$ cat src/rtl/core/hcsp_pkg.sv
// Package for the hex color string parser: parse phases, status codes,
// character constants and the request/result structs.
// No dependencies.
package hcsp_pkg;

    localparam int unsigned MAX_CHARS = 31;
    localparam int unsigned COUNT_W   = 6;

    typedef enum logic [2:0] {
        PH_START  = 3'd0,
        PH_HEX    = 3'd1,
        PH_PREFIX = 3'd2,
        PH_RGB    = 3'd3,
        PH_DONE   = 3'd4,
        PH_LONG   = 3'd5
    } phase_t;

    typedef enum logic [1:0] {
        ST_OK      = 2'd0,
        ST_NOT_HEX = 2'd1,
        ST_TOO_LONG = 2'd2
    } status_t;

    localparam logic [7:0] CH_HASH  = 8'h23;
    localparam logic [7:0] CH_SLASH = 8'h2f;
    localparam logic [7:0] CH_COLON = 8'h3a;
    localparam logic [7:0] CH_R     = 8'h72;
    localparam logic [7:0] CH_G     = 8'h67;
    localparam logic [7:0] CH_B     = 8'h62;
    localparam logic [7:0] CASE_GAP = 8'h20;

    typedef struct packed {
        logic [7:0] ch;
        logic       last_char;
    } char_req_t;

    typedef struct packed {
        logic [23:0] color;
        logic [1:0]  status;
    } color_res_t;

endpackage

$ cat src/rtl/core/hcsp_in_stage.sv
// Input register for one character request, with the stream handshake.
// Depends on hcsp_pkg.
module hcsp_in_stage (
    input  logic               clk,
    input  logic               rst_n,
    input  logic               in_valid,
    output logic               in_ready,
    input  hcsp_pkg::char_req_t in_req,
    input  logic               out_room,
    output logic               take,
    output hcsp_pkg::char_req_t req
);
    import hcsp_pkg::*;

    logic      valid_reg;
    logic      valid_next;
    char_req_t req_reg;

    // a character that closes a string needs a free result slot
    assign take     = valid_reg && (!req_reg.last_char || out_room);
    assign in_ready = !valid_reg || take;
    assign req      = req_reg;

    always_comb
    begin
        valid_next = valid_reg;
        if (in_ready)
        begin
            valid_next = in_valid;
        end
    end

    always_ff @(posedge clk or negedge rst_n)
    begin
        if (!rst_n)
        begin
            valid_reg <= 1'b0;
        end
        else
        begin
            valid_reg <= valid_next;
        end
    end

    always_ff @(posedge clk)
    begin
        if (in_ready && in_valid)
        begin
            req_reg <= in_req;
        end
    end

endmodule

$ cat src/rtl/core/hcsp_parse_core.sv
// Parse state registers and the per-character update; produces the result
// for the final character of a string. Depends on hcsp_pkg.
module hcsp_parse_core (
    input  logic                 clk,
    input  logic                 rst_n,
    input  logic                 take,
    input  hcsp_pkg::char_req_t  req,
    output logic                 res_valid,
    output hcsp_pkg::color_res_t res
);
    import hcsp_pkg::*;

    logic [COUNT_W-1:0] count_reg, count_next;
    phase_t             phase_reg, phase_next;
    logic [23:0]        hex_reg, hex_next;
    logic [5:0]         digits_reg, digits_next;
    logic [23:0]        comp_reg, comp_next;
    logic [1:0]         idx_reg, idx_next;
    logic [1:0]         ccnt_reg, ccnt_next;
    logic               bad_reg, bad_next;

    function automatic logic [4:0] hex_val(input logic [7:0] c);
        logic [4:0] r;
        r = 5'd0;
        if (c >= "0" && c <= "9")
        begin
            r = {1'b1, c[3:0]};
        end
        else if (c >= "a" && c <= "f")
        begin
            r = {1'b1, 4'(c[3:0] + 4'd9)};
        end
        return r;
    endfunction

    function automatic logic [23:0] finish_accum(input logic [23:0] a, input logic [1:0] n);
        logic [23:0] r;
        r = a;
        if (n == 2'd0)
        begin
            r = {a[15:0], 8'h00};
        end
        else if (n == 2'd1)
        begin
            r = {a[19:0], a[3:0]};
        end
        return r;
    endfunction

    function automatic logic [23:0] swap_rb(input logic [23:0] v);
        return {v[7:0], v[15:8], v[23:16]};
    endfunction

    logic [7:0]  c;
    logic [4:0]  hv;
    logic        do_feed;
    logic        feed_first;
    logic        do_push;
    logic        push_hash_ok;
    logic        first0;
    logic [7:0]  expect_ch;
    logic        use_rgb;
    logic        fin_bad;
    logic [23:0] fin_comp;
    logic [23:0] v;
    logic [1:0]  status;
    logic [23:0] color;

    always_comb
    begin
        c = req.ch;
        if (req.ch >= "A" && req.ch <= "Z")
        begin
            c = req.ch + CASE_GAP;
        end
        hv = hex_val(c);

        count_next  = count_reg;
        phase_next  = phase_reg;
        hex_next    = hex_reg;
        digits_next = digits_reg;
        comp_next   = comp_reg;
        idx_next    = idx_reg;
        ccnt_next   = ccnt_reg;
        bad_next    = bad_reg;

        do_feed      = 1'b0;
        feed_first   = 1'b0;
        do_push      = 1'b0;
        push_hash_ok = 1'b0;
        first0       = (idx_reg == 2'd0) && (ccnt_reg == 2'd0);
        expect_ch    = CH_COLON;
        if (ccnt_reg == 2'd1)
        begin
            expect_ch = CH_G;
        end
        else if (ccnt_reg == 2'd2)
        begin
            expect_ch = CH_B;
        end

        if (phase_reg != PH_LONG)
        begin
            if (count_reg >= COUNT_W'(MAX_CHARS))
            begin
                phase_next = PH_LONG;
            end
            else
            begin
                count_next = count_reg + 1'b1;
                case (phase_reg)
                    PH_START:
                    begin
                        if (c == CH_R)
                        begin
                            phase_next = PH_PREFIX;
                            ccnt_next  = 2'd1;
                        end
                        else
                        begin
                            do_feed    = 1'b1;
                            feed_first = 1'b1;
                            phase_next = PH_HEX;
                        end
                    end
                    PH_HEX:
                    begin
                        do_feed = 1'b1;
                    end
                    PH_PREFIX:
                    begin
                        if (c != expect_ch)
                        begin
                            bad_next   = 1'b1;
                            phase_next = PH_HEX;
                        end
                        else if (ccnt_reg == 2'd3)
                        begin
                            phase_next  = PH_RGB;
                            ccnt_next   = 2'd0;
                            idx_next    = 2'd0;
                            comp_next   = 24'd0;
                            hex_next    = 24'd0;
                            digits_next = 6'd0;
                        end
                        else
                        begin
                            ccnt_next = ccnt_reg + 1'b1;
                        end
                    end
                    PH_RGB:
                    begin
                        if (c == CH_SLASH)
                        begin
                            comp_next = finish_accum(comp_reg, ccnt_reg);
                            if (ccnt_reg == 2'd1 && idx_reg == 2'd0 && digits_reg == 6'd0)
                            begin
                                bad_next = 1'b1;
                            end
                            if (idx_reg >= 2'd2)
                            begin
                                phase_next = PH_DONE;
                            end
                            else
                            begin
                                idx_next  = idx_reg + 1'b1;
                                ccnt_next = 2'd0;
                            end
                        end
                        else if (ccnt_reg >= 2'd2)
                        begin
                            if (idx_reg == 2'd0)
                            begin
                                do_feed = 1'b1;
                            end
                            else
                            begin
                                bad_next = 1'b1;
                            end
                            phase_next = PH_HEX;
                        end
                        else
                        begin
                            do_feed      = (idx_reg == 2'd0);
                            feed_first   = first0;
                            do_push      = 1'b1;
                            push_hash_ok = first0;
                            ccnt_next    = ccnt_reg + 1'b1;
                            if (idx_reg >= 2'd2 && ccnt_reg == 2'd1)
                            begin
                                phase_next = PH_DONE;
                            end
                        end
                    end
                    default:
                    begin
                    end
                endcase
            end
        end

        // hex digit path, with an optional leading '#'
        if (do_feed && !(feed_first && c == CH_HASH))
        begin
            if (!hv[4])
            begin
                bad_next = 1'b1;
            end
            else
            begin
                hex_next = {hex_reg[19:0], hv[3:0]};
                if (digits_reg != 6'd63)
                begin
                    digits_next = digits_reg + 1'b1;
                end
            end
        end

        // component path: a '#' is accepted, as a zero digit, only at the first position
        if (do_push)
        begin
            if (!hv[4] && !(push_hash_ok && c == CH_HASH))
            begin
                bad_next = 1'b1;
            end
            comp_next = {comp_reg[19:0], hv[4] ? hv[3:0] : 4'h0};
        end

        // close the string
        use_rgb  = 1'b0;
        status   = ST_OK;
        color    = 24'd0;
        fin_bad  = bad_next;
        fin_comp = comp_next;
        case (phase_next)
            PH_LONG:
            begin
                status = ST_TOO_LONG;
            end
            PH_PREFIX:
            begin
                status = ST_NOT_HEX;
            end
            PH_RGB:
            begin
                if (idx_next == 2'd1)
                begin
                    status = ST_NOT_HEX;
                end
                else if (idx_next >= 2'd2)
                begin
                    fin_comp = finish_accum(comp_next, ccnt_next);
                    use_rgb  = 1'b1;
                end
            end
            PH_DONE:
            begin
                use_rgb = 1'b1;
            end
            default:
            begin
            end
        endcase

        v = hex_next;
        if (digits_next == 6'd3)
        begin
            v = {hex_next[11:8], hex_next[11:8], hex_next[7:4],
                 hex_next[7:4], hex_next[3:0], hex_next[3:0]};
        end
        if (status == ST_OK)
        begin
            if (fin_bad)
            begin
                status = ST_NOT_HEX;
            end
            else if (use_rgb)
            begin
                color = swap_rb(fin_comp);
            end
            else
            begin
                color = swap_rb(v);
            end
        end

        res.color  = color;
        res.status = status;
        res_valid  = take && req.last_char;

        // a finished string returns every register to its start value
        if (req.last_char)
        begin
            count_next  = '0;
            phase_next  = PH_START;
            hex_next    = 24'd0;
            digits_next = 6'd0;
            comp_next   = 24'd0;
            idx_next    = 2'd0;
            ccnt_next   = 2'd0;
            bad_next    = 1'b0;
        end
    end

    always_ff @(posedge clk or negedge rst_n)
    begin
        if (!rst_n)
        begin
            count_reg  <= '0;
            phase_reg  <= PH_START;
            hex_reg    <= 24'd0;
            digits_reg <= 6'd0;
            comp_reg   <= 24'd0;
            idx_reg    <= 2'd0;
            ccnt_reg   <= 2'd0;
            bad_reg    <= 1'b0;
        end
        else if (take)
        begin
            count_reg  <= count_next;
            phase_reg  <= phase_next;
            hex_reg    <= hex_next;
            digits_reg <= digits_next;
            comp_reg   <= comp_next;
            idx_reg    <= idx_next;
            ccnt_reg   <= ccnt_next;
            bad_reg    <= bad_next;
        end
    end

endmodule

$ cat src/rtl/core/hcsp_out_stage.sv
// Result register on the output stream.
// Depends on hcsp_pkg.
module hcsp_out_stage (
    input  logic                 clk,
    input  logic                 rst_n,
    input  logic                 res_valid,
    input  hcsp_pkg::color_res_t res,
    output logic                 out_room,
    output logic                 out_valid,
    input  logic                 out_ready,
    output hcsp_pkg::color_res_t out_res
);
    import hcsp_pkg::*;

    logic       valid_reg;
    logic       valid_next;
    color_res_t res_reg;

    assign out_room  = !valid_reg || out_ready;
    assign out_valid = valid_reg;
    assign out_res   = res_reg;

    always_comb
    begin
        valid_next = valid_reg;
        if (res_valid)
        begin
            valid_next = 1'b1;
        end
        else if (out_ready)
        begin
            valid_next = 1'b0;
        end
    end

    always_ff @(posedge clk or negedge rst_n)
    begin
        if (!rst_n)
        begin
            valid_reg <= 1'b0;
        end
        else
        begin
            valid_reg <= valid_next;
        end
    end

    always_ff @(posedge clk)
    begin
        if (res_valid)
        begin
            res_reg <= res;
        end
    end

endmodule

$ cat src/rtl/core/hex_color_string_parser.sv
// Top level of the hex color string parser: input register, parse core and
// result register. Depends on hcsp_pkg, hcsp_in_stage, hcsp_parse_core, hcsp_out_stage.
//
//   stream   | dir | tdata                 | tuser        | tlast
//   s_axis   | in  | [7:0] ch              | -            | last_char
//   m_axis   | out | [23:0] color (B,G,R)  | [1:0] status | -
//
// One character per cycle unless m_axis holds back a final character; the result for
// a string passes the input register, then the result register.
// The per-character state update is one short combinational step in the core.
// Reset clears the parse state and both valid flags.
// A stalled m_axis holds only a final character; other characters keep flowing.
module hex_color_string_parser (
    input  logic        clk,
    input  logic        rst_n,
    input  logic        s_axis_tvalid,
    output logic        s_axis_tready,
    input  logic [7:0]  s_axis_tdata,   // [7:0] ch
    input  logic        s_axis_tlast,   // last_char
    output logic        m_axis_tvalid,
    input  logic        m_axis_tready,
    output logic [23:0] m_axis_tdata,   // [23:0] color
    output logic [1:0]  m_axis_tuser    // [1:0] status
);
    import hcsp_pkg::*;

    char_req_t  in_req;
    char_req_t  req;
    color_res_t res;
    color_res_t out_res;
    logic       take;
    logic       out_room;
    logic       res_valid;

    assign in_req.ch        = s_axis_tdata;
    assign in_req.last_char = s_axis_tlast;

    hcsp_in_stage u_in (
        .clk      (clk),
        .rst_n    (rst_n),
        .in_valid (s_axis_tvalid),
        .in_ready (s_axis_tready),
        .in_req   (in_req),
        .out_room (out_room),
        .take     (take),
        .req      (req)
    );

    hcsp_parse_core u_core (
        .clk       (clk),
        .rst_n     (rst_n),
        .take      (take),
        .req       (req),
        .res_valid (res_valid),
        .res       (res)
    );

    hcsp_out_stage u_out (
        .clk       (clk),
        .rst_n     (rst_n),
        .res_valid (res_valid),
        .res       (res),
        .out_room  (out_room),
        .out_valid (m_axis_tvalid),
        .out_ready (m_axis_tready),
        .out_res   (out_res)
    );

    assign m_axis_tdata = out_res.color;
    assign m_axis_tuser = out_res.status;

endmodule

$ cat config.mk
export PLATFORM = sky130hd
export DESIGN_NAME = hex_color_string_parser
export DESIGN_NICKNAME = d
export VERILOG_FILES = /design/src/rtl/core/hcsp_pkg.sv /design/src/rtl/core/hcsp_in_stage.sv /design/src/rtl/core/hcsp_parse_core.sv /design/src/rtl/core/hcsp_out_stage.sv /design/src/rtl/core/hex_color_string_parser.sv
export SDC_FILE = /design/constraint.sdc
export NUM_CORES = 1
export LEC_CHECK = 0
export BUFFER_PORTS_ARGS = -buffer_cell sky130_fd_sc_hd__buf_2
export CAP_MARGIN = 20
export CORE_MARGIN = 10
export CORE_UTILIZATION = 60
export CTS_CLUSTER_DIAMETER = 80
export DETAILED_ROUTE_END_ITERATION = 16
export PLACE_DENSITY = 0.82
export SLEW_MARGIN = 20
export SYNTH_ARGS = -nofsm -noshare
export SYNTH_HDL_FRONTEND = slang
export SYNTH_SLANG_ARGS = --single-unit
$ cat constraint.sdc
create_clock -name clk -period 4.31 [get_ports clk]
set_input_delay 0.862 -clock clk [delete_from_list [all_inputs] [get_ports clk]]
set_output_delay 0.862 -clock clk [all_outputs]
set_load 0.1 [all_outputs]
==> results.sh <==
export IMPL_status="completed"
export IMPL_core_um2=11600
export IMPL_synth_seq_cells=105
export IMPL_critPathCaptureType="flop"
export IMPL_htreeDepth=3
export IMPL_cts_made_buffers=9
export IMPL_drc_errors=0
export IMPL_insertedDiodeCount=0
export IMPL_cp_start_kind="flop"
export IMPL_cts_root_buf="clkbuf_16"
export IMPL_r2r_start="u_core.ccnt_reg[0]"
export IMPL_clock_skew_ns=0.00573
export IMPL_overflow=0
export IMPL_io_pins=41
export IMPL_synthCells=832
export IMPL_syn2layout_area_growth_pct=12.2
export IMPL_dp_hpwl_mm=16.3
export IMPL_drv_slew=0
export IMPL_gp_congestion=1.01
export IMPL_synth_enable_flop_cells=35
export IMPL_place_area_um2=7640
export IMPL_tns_ns=0
export IMPL_drive_gt1_frac=0.157
export IMPL_setup_viol=0
export IMPL_worstSetupPathType="reg2reg"
export IMPL_dp_slack_ns=-0.0807
export IMPL_numPortBuffers=40
export IMPL_ant_nets=0
export IMPL_cts_tree="done"
export IMPL_insertion_delay_ns=0.35
export IMPL_hold_violations=0
export IMPL_fmax_ghz=0.243
export IMPL_synth_seq_area_share=0.390
export IMPL_tightest_slew_ns=1.03
export IMPL_period_share=0.955
export IMPL_finalNetCount=893
export IMPL_relSlewSlack=0.311
export IMPL_crit_fanout=13
export IMPL_vias_per_cell=7.05
export IMPL_power_density_nw_per_um2=342
export IMPL_finalCriticalPeriod_ns=4.12
export IMPL_post_place_cells=994
export IMPL_wl_per_cell_um=22.2
export IMPL_rows=39
export IMPL_layout_common_cells="nand2_1 (113), o21ai_0 (73), nor2_1 (70), dfrtp_1 (70)"
export IMPL_startpoint="u_core.ccnt_reg[0]"
export IMPL_worstSetupEndpoint="u_out.out_res[13]"
export IMPL_grt_pass1_wl_mm=35.5
export IMPL_async_reset_ff_frac=0.667
export IMPL_max_cap_violations=0
export IMPL_ys_types=78
export IMPL_rsz0062_at_grt="yes"
export IMPL_grt_pass1_vias=6360
export IMPL_hold_slack_ns=0.472
export IMPL_yosys_warnings=0
export IMPL_drtIter0Drc=1238
export IMPL_rrSetupSlack_ns=0.19
export IMPL_die_h_um=129
export IMPL_grt_max_degree=42
export IMPL_regToRegEndpoint="u_out.out_res[13]"
export IMPL_cts_sinks=105
export IMPL_final_common_cell="nand2_1"
export IMPL_start_util=0.622
export IMPL_grt_usage=0.266
export IMPL_die_area_um2=16800
export IMPL_num_vias=7143
export IMPL_synth_area_per_cell_um2=8.64
export IMPL_layout_cells_non_filler=1013
export IMPL_syn_area_um2=7190
export IMPL_die_w_um=129
export IMPL_synth_nets=860
export IMPL_antenna_found_initial=0
export IMPL_synthFlopType="dfrtp_1"
export IMPL_irDropWorstVdd_mv=0.290
export IMPL_largest_reg_flops=26
export IMPL_required_ns=4.40
export IMPL_r2r_cells=13
export IMPL_cts_clk_slew_worst_paths_ns=0.07
export IMPL_wl_mm=22.5
export IMPL_final_cell_area_um2=8070
export IMPL_clockBufferDepth=2
export IMPL_hp_class="in2async"
export IMPL_setup_slack_ns=0.194
export IMPL_dr_pass1_iters=7
export IMPL_leakage_nw=3.10
export IMPL_cp_arrival_ns=4.20
power by group:
part	total (mW)	internal [mW]	switching (mW)	leakage, nW
clock network	0.839	0.469	0.370	0.147
logic	0.765	0.243	0.522	1.65
registers	1.15	1.08	0.0725	1.30
total	2.76	1.79	0.964	3.10
stage by stage:
step	power, mW	utilization
floorplan	1.67	-
global placement	1.87	0.661
detailed placement	1.88	0.661
CTS	2.72	0.688
global route	2.87	0.698
finish	2.76	0.698
repair_timing:
item | CTS | global route
setup endpoints to repair | 7 | 20
pin swaps | 0 | 4
hold buffers | 0 | 0
setup buffers | 0 | 3
hold endpoints to repair | 0 | 0
resized for setup | 3 | 18
final cells by class:
cell class | instances | area [um2]
Fill cell | 938 | 3500
Sequential cell | 105 | 2800
Timing Repair Buffer | 82 | 541
Tap cell | 143 | 179
Multi-Input combinational cell | 646 | 4170
Inverter | 21 | 78.8
Clock inverter | 4 | 52.6
Clock buffer | 12 | 246
cell usage after synthesis, types with 7 or more instances:
cell      instances  share of area
or3_1             8         0.0070
nor3_1           25          0.017
nand2_1         115          0.060
a311oi_1          8         0.0097
clkbuf_1         42          0.022
a21oi_1          34          0.024
and2_1            7         0.0061
a22o_1           29          0.035
edfxtp_1         35           0.15
o211ai_1         16          0.017
a31oi_1          17          0.015
mux2i_1          28          0.039
nor2_1           70          0.037
inv_1            20          0.010
nor2b_1           7         0.0061
ha_1             15          0.026
a211oi_1          7         0.0073
buf_2            13         0.0091
dfrtp_1          70           0.24
a22oi_1          29          0.030
o21ai_0          73          0.051
o22ai_1          10         0.0087
nand3_1          21          0.015
nand2b_1          7         0.0061
kinds of logic after synthesis:
logic type	after synthesis	share of synthesized area
muxes	30	0.0421
DFF	105	0.390
xor gates and xnor gates	5	0.00609
buffers and inverters	81	0.0466
AOI/OAI and AO/OA	298	0.294
and+or+nand+nor	298	0.195
adders and majority gates	15	0.0261
per-layer routing:
| metal | global-route usage | part of all wire | up-vias |
|---|---|---|---|
| li1 | - | - | 3210 |
| met1 | 0.378 | 0.42 | 3420 |
| met2 | 0.405 | 0.45 | 453 |
| met3 | 0.0542 | 0.11 | 60 |
| met4 | 0.0701 | 0.021 | 0 |
| met5 | 0 | 0 | - |
worst min-delay path by stage:
stage	slack (ns)	to
floorplan	0.46	u_core.hex_reg[11]
global placement	0.48	u_core.hex_reg[7]
detailed placement	0.50	u_core.hex_reg[11]
CTS	0.47	u_core.idx_reg[1]
global route	0.49	u_core.idx_reg[1]
finish	0.47	u_core.idx_reg[1]
critical path, stage by stage, from the launching register on:
cell      delay (ns)
dfrtp_1         0.44
ha_1            0.31
and3_1          0.19
o21ai_0         0.48
or3_1           0.24
a211oi_4        0.07
o31ai_1         0.67
or3_4           0.33
a211oi_4        0.09
o311ai_4        0.39
buf_4           0.26
nor2_1          0.09
a32oi_1         0.19
o21ai_1         0.09
No activity file was read; power rests on OpenSTA's default activity.
